File: src/sv/sicag_pkg.sv
// Package for the strided index-copy address generator.
// Holds field widths, divider step, register indexes, reset value and status codes; no dependencies.
`timescale 1ns / 1ps

package sicag_pkg;

	// Fixed field widths of the item and result transfers.
	localparam int SLICE_BITS  = 16;
	localparam int INDEX_BITS  = 64;
	localparam int ELEM_BITS   = 48;
	localparam int VALUE_BITS  = 64;
	localparam int OFF_BITS    = 35;
	localparam int PACKED_BITS = 64;
	localparam int DEXT_BITS   = 16;

	// Divider resolves this many quotient bits per pipeline stage.
	localparam int STEP_BITS  = 4;
	localparam int DIV_STAGES = ELEM_BITS / STEP_BITS;

	// Configuration register indexes.
	localparam int CFG_IDX_BITS = 3;
	localparam logic [CFG_IDX_BITS-1:0] CFG_RANK        = 3'd0;
	localparam logic [CFG_IDX_BITS-1:0] CFG_SEL_DIM     = 3'd1;
	localparam logic [CFG_IDX_BITS-1:0] CFG_EXTENTS     = 3'd2;
	localparam logic [CFG_IDX_BITS-1:0] CFG_SRC_STRIDES = 3'd3;
	localparam logic [CFG_IDX_BITS-1:0] CFG_DST_STRIDES = 3'd4;
	localparam logic [CFG_IDX_BITS-1:0] CFG_DST_EXTENT  = 3'd5;

	// Reset value of the packed extents: every extent one.
	localparam logic [PACKED_BITS-1:0] EXTENTS_RESET = 64'h0001_0001_0001_0001;

	// Result status codes.
	localparam logic [1:0] ST_WRITE   = 2'd0;
	localparam logic [1:0] ST_SKIP    = 2'd1;
	localparam logic [1:0] ST_OUTSIDE = 2'd2;

endpackage

File: src/sv/sicag_divider.sv
// Pipelined restoring divider: element number by one extent.
// Depends on sicag_pkg for the dividend width and bits per stage.
`timescale 1ns / 1ps

module sicag_divider import sicag_pkg::*; #(
	parameter int EB = 16
) (
	input  logic                 clk,
	input  logic                 arst_n,
	input  logic                 in_valid,
	input  logic [ELEM_BITS-1:0] dividend,
	input  logic [EB-1:0]        divisor,
	output logic                 out_valid,
	output logic [ELEM_BITS-1:0] quotient,
	output logic [EB-1:0]        remainder
);

	localparam int DW = EB + ELEM_BITS;

	logic [DIV_STAGES-1:0] vld_sn;
	logic [ELEM_BITS-1:0]  work_sn [DIV_STAGES];
	logic [EB-1:0]         part_sn [DIV_STAGES];
	logic [DW-1:0]         next_c  [DIV_STAGES];

	// STEP_BITS steps of shift, compare and subtract; the quotient bits fill the
	// work word from the bottom as the dividend bits leave at the top.
	function automatic logic [DW-1:0] div_steps(input logic [EB-1:0] p_in,
			input logic [ELEM_BITS-1:0] w_in, input logic [EB-1:0] dvs);
		logic [EB:0]          t;
		logic [EB-1:0]        p;
		logic [ELEM_BITS-1:0] w;
		p = p_in;
		w = w_in;
		for (int i = 0; i < STEP_BITS; i++) begin
			t = {p, w[ELEM_BITS-1]};
			w = {w[ELEM_BITS-2:0], 1'b0};
			if (t >= {1'b0, dvs}) begin
				t = t - {1'b0, dvs};
				w[0] = 1'b1;
			end
			p = t[EB-1:0];
		end
		return {p, w};
	endfunction

	// Step logic in front of each stage.
	always_comb begin
		next_c[0] = div_steps('0, dividend, divisor);
		for (int s = 1; s < DIV_STAGES; s++) begin
			next_c[s] = div_steps(part_sn[s-1], work_sn[s-1], divisor);
		end
	end

	// Valid bits travel with the partial results.
	always_ff @(posedge clk or negedge arst_n) begin
		if (!arst_n) begin
			vld_sn <= '0;
		end else begin
			vld_sn <= {vld_sn[DIV_STAGES-2:0], in_valid};
		end
	end

	// Partial remainder and work word registers.
	always_ff @(posedge clk) begin
		for (int s = 0; s < DIV_STAGES; s++) begin
			part_sn[s] <= next_c[s][DW-1:ELEM_BITS];
			work_sn[s] <= next_c[s][ELEM_BITS-1:0];
		end
	end

	assign out_valid = vld_sn[DIV_STAGES-1];
	assign quotient  = work_sn[DIV_STAGES-1];
	assign remainder = part_sn[DIV_STAGES-1];

endmodule

File: config.mk
export PLATFORM = sky130hd
export DESIGN_NAME = sicag_divider
export DESIGN_NICKNAME = d
export VERILOG_FILES = /design/src/sv/sicag_pkg.sv /design/src/sv/sicag_divider.sv
export SDC_FILE = /design/constraint.sdc
export NUM_CORES = 2
export LEC_CHECK = 0
export ABC_AREA = 0
export BUFFER_PORTS_ARGS = -buffer_cell sky130_fd_sc_hd__buf_4
export CORE_MARGIN = 3
export CORE_UTILIZATION = 65
export CTS_BUF_LIST = sky130_fd_sc_hd__clkbuf_8
export DETAILED_ROUTE_END_ITERATION = 8
export PLACE_DENSITY = 0.82
export SLEW_MARGIN = 20
export SYNTH_ARGS = -nofsm -noshare
export SYNTH_HDL_FRONTEND = slang
export SYNTH_SLANG_ARGS = --single-unit
File: constraint.sdc
create_clock -name clk -period 27.8 [get_ports clk]
set_input_delay 6.95 -clock clk [delete_from_list [all_inputs] [get_ports clk]]
set_output_delay 6.95 -clock clk [all_outputs]
set_load 0.03 [all_outputs]
After elaboration in Yosys (flattened, before gate mapping)
Memories as Yosys holds them, arrays and structs flattened.
Index checks and enable logic that the tools add are counted.
Widths: inputs -> output; s select.

word-level totals
  bits in writable memories = 768
  logic and storage cells = 195
  bits of input ports = 67
  register bits = 12
  output and inout bits = 65
  memories kept = 2

operators by class
  add/sub/neg operators = 48
  muxes and demuxes = 96
  magnitude comparators = 48

memory list
  name     words  bits a word  read ports  clocked after Yosys merged registers in  wr ports  line                 source
  work_sn  12     48           12          0                                        12        sicag_divider.sv:21  logic [ELEM_BITS-1:0] work_sn [DIV_STAGES];
  part_sn  12     16           12          0                                        12        sicag_divider.sv:22  logic [EB-1:0] part_sn [DIV_STAGES];

operator list
  operator        number
  $ge 17x16->1    47
  $mux 16         48
  $sub 16x16->16  47
  $mux 1          48
  $ge 1x16->1     1
  $sub 1x16->16   1

Depth between registers and ports, before layout
An unclocked memory read counts as a cell.

  depth in word-level cells = 9
  gate-level depth with buffers = 52
  mapped depth without buffers = 47

Least setup slack after synthesis
No wires, ideal clock.

  path kind = input to register
  start point = in divisor[1]
  end point = mem part_sn[7][7], in the netlist part_sn[1][55]
  library setup time = 0.121 ns
  setup slack = 8.950 ns
  stages on the path = 47
  required time = 27.679 ns
  buffers on the path = 6
  arrival = 18.729 ns
  cells stage by stage = inv_1 -> ha_1 -> nor2b_1 -> o31a_1 -> o211a_1 -> a211oi_1 -> o21a_1 -> clkbuf_1 -> clkbuf_1 -> o21ai_0 -> ha_1 -> and4_1 -> a2111o_1 -> o221ai_1 -> o211ai_1 -> a21o_1 -> nand2_1 -> and2_1 -> [11 not listed] -> nand3_1 -> o21a_1 -> inv_2 -> buf_1 -> a21oi_1 -> ha_1 -> nor2b_1 -> o21a_1 -> o21ai_0 -> a211oi_1 -> a41o_1 -> o41ai_1 -> o21ai_0 -> a21oi_1 -> o21ai_0 -> a21oi_4 -> buf_6 -> mux2_2

RTL lines
  element             line                 source
  start: declaration  sicag_divider.sv:12  input logic [EB-1:0] divisor,
  end: declaration    sicag_divider.sv:22

==> impl_results.md <==
* Status: finished, final reports clean
* Io pins at around 130
* Die Height at just over 300 um
* Layout cells sized above 1 at 12.9%
* Mapped Nets at around 7400
* Final Net Count at roughly 7600
* Crit Path Class: primary input to flip-flop
* TritonRoute pass-1 iters at 6
* Synthesized-area fraction occupied by and/or/nand/nor cells at between 10 and 15%
* Register area share after synthesis at a little over a quarter
* Commonest cells post-synth: dfxtp_1 (768), ha_1 (754), a21oi_1 (545)
* Routability cong. at roughly 0.95
* WL met1 at ~66000 um
* Most frequent CP cell: a21oi_1
* TNS Setup at 0 ps
* Synth Instances at approximately 6600
* Number of DRC markers in iteration 0 at 3764
* Req. time, crit path at approximately 29000 ps
* Flops & latches, synth at just under 800
* Mux contribution to synthesized area at 8.61%
* Main synth FF type: dfxtp_1
* Critical path's largest stage delay at 700 ps
* Clock insertion delay at the later pin of the skew report at 850 ps
* Initial core utilization at 66.1%
* Area growth, synth to finish at 8.13%
* Crit share post-route at roughly 69%
* Total number of vias at between 40000 and 50000
* RSZ-0062 raised after global routing: false
* Root Driver: clkbuf_8
* Post-synth top area share at between 20% and 30%
* DRC viols at 0
* Antenna-violating nets left at 0
* DIE AREA at a little over 90000 um2
* Max cap viols at 0
* Synth area leaders: dfxtp_1 (27%), ha_1 (16%), mux2_2 (7.3%), xnor2_1 (5.1%), a21oi_1 (4.7%)
* Xor/xnor share of the synthesized area at 7.94%
* Worst clock skew at around 49 ps
* Longest Clk Path Bufs at 3
* Final Max Slew Viols at 0
* Hold WS at ~310 ps
* Crit-path max FO at 26
* Setup repair bufs after CTS at 0
* Core ar. at a little under 90000 um2
* Synth cell types at ~110
* Async S/R FF share, synth at under 10%
* Adder-cell share of the synthesized area at approximately 18%
* Mean Syn Cell Area at ~8.8 um2
* All-layer global routing usage at 31.5%
* Critical path arrival at 19930 ps
* Top-count cell post-synth: dfxtp_1
* Die Width at between 300 and 400 um
* Input/output buffers at 131
* DR WL/cell at 19.0 um
* Clock Sinks at 780
* Number of filler cells placed in the layout at between 6000 and 7000
* Area leader, netlist: dfxtp_1
* Critical Path Sink Type: flip-flop
* Clk slew on worst S/H paths at around 60 ps
* CTS Hold Bufs at 0
* HPWL Detailed at around 110000 um
* CTS resizes at 0
* First-pass GRT wire length at approximately 240000 um
* Post-synthesis cell area at ~58000 um2
* Met3 wire len at approximately 10000 um
* Initial antenna violation count at 3
* Warnings from Yosys at 0
* Min cycle time layout at 19220 ps
* Layout Cells excl Fill at slightly below 8000
* Max Used Layer: met5
* Slew margin rel. at between 20 and 30%
* Site row count at 108
* CTS H-tree depth at 4
* Final-report hold violation count at 0
* Vias in the first global route at 48200
* WL met2 at about 70000 um
* HP Class: flip-flop to flip-flop
* Largest net degree at the start of global routing at 49
* Final wirelength at between 150000 and 200000 um
* Vias per Instance at 6.23
* Synth Area in Compound Gates at between 20% and 30%
* Total CTS buffers at between 100 and 150
* Largest family of logic cells by synthesized area: compound AO/OA/AOI/OAI gates
* CTS tree: yes
* Placed Cells at 7719
* Global route overflow at 0
* Setup violators final at 0
* Post-synth EDFFs at 0
* Max Clk Rate at approximately 0.052 GHz
* Crit start category: primary input
* Worst slew pin tran at 1090 ps
* Crit path max-delay cell type: a22o_1
-- state kept, by name (all words and copies together) (netlist names) --
name	flops
part_sn	192
vld_sn	12
work_sn	576
-- final timing paths --
| check | startpoint | to | slack, ps | cells past startpoint |
|---|---|---|---|---|
| min reg2reg | work_sn[2][101]$_DFF_P_ | work_sn[2][153]$_DFF_P_ | 310 | 0 |
| max in group asynchronous | arst_n | vld_sn[0]$_DFF_PN0_ | 21680 | 1 |
| min in group asynchronous | arst_n | vld_sn[9]$_DFF_PN0_ | 5940 | 1 |
| max reg2reg | part_sn[0][21]$_DFF_P_ | part_sn[0][38]$_DFF_P_ | 15660 | 40 |
| min | work_sn[2][101]$_DFF_P_ | work_sn[2][153]$_DFF_P_ | 310 | 0 |
| max | divisor[8] | part_sn[2][60]$_DFF_P_ | 8580 | 45 |
-- routing by layer --
| metal | up-vias | GRT usage (%) |
|---|---|---|
| li1 | 24300 | - |
| met1 | 23100 | 40.9 |
| met2 | 1778 | 51.7 |
| met3 | 435 | 4.67 |
| met4 | 2 | 14.8 |
| met5 | - | 0 |
-- layout by cell type (no fill, tap or decap), types with 38 or more instances in the layout --
cell type	instances
nor3_1	138
o21bai_1	71
mux2_2	374
nand4_1	128
nand2_1	378
clkbuf_8	162
xnor2_1	337
a21oi_1	545
o21a_1	118
a31oi_1	38
buf_4	164
and3_1	38
a21o_1	205
o21ai_0	400
o211ai_1	45
nand3_1	117
fa_1	47
xor2_1	188
mux2i_1	55
nor2b_1	111
nor2_1	451
ha_1	754
o31ai_1	50
inv_1	336
nand2b_1	80
or3_1	44
nor4_1	39
dfxtp_1	768
a211oi_1	61
-- worst max-delay path, delay by kind of cell --
kind | cells | cell delay (ps)
AO/OA/AOI/OAI | 23 | 6980
buffers and inverters | 7 | 2160
AND/OR/NAND/NOR | 9 | 1840
adder cells (fa/ha/maj) | 4 | 1180
multiplexers | 2 | 760
-- per-stage QoR --
stage               util, %  setup WS (ps)  cell area [um2]
finish                 71.5           8580            62600
global route           71.5           7480            62600
floorplan                 -           8950            57900
CTS                    71.5           8890            62600
global placement       68.3           8310            59800
detailed placement     68.3           8080            59800
-- area by class of cell --
type	instances	area, um2	share of cell area [%]
Antenna cell	3	7.51	0.0120
Tap cell	1155	1450	2.31
Inverter	339	1280	2.04
Timing Repair Buffer	169	1330	2.13
Sequential cell	780	15700	25.0
Multi-Input combinational cell	5276	40100	64.0
Clock inverter	67	599	0.957
Clock buffer	162	2230	3.56
-- cell families after synthesis --
logic type | after synthesis
buffers and inverters | 505
AO/OA/AOI/OAI | 1855
adder cells (fa/ha/maj) | 801
AND/OR/NAND/NOR | 1648
multiplexers | 447
XOR/XNOR | 525
flip-flops | 780
Power is left out: the tool's default activity adds up to more than one toggle a clock period on the data nets, which glitch-free logic cannot reach.
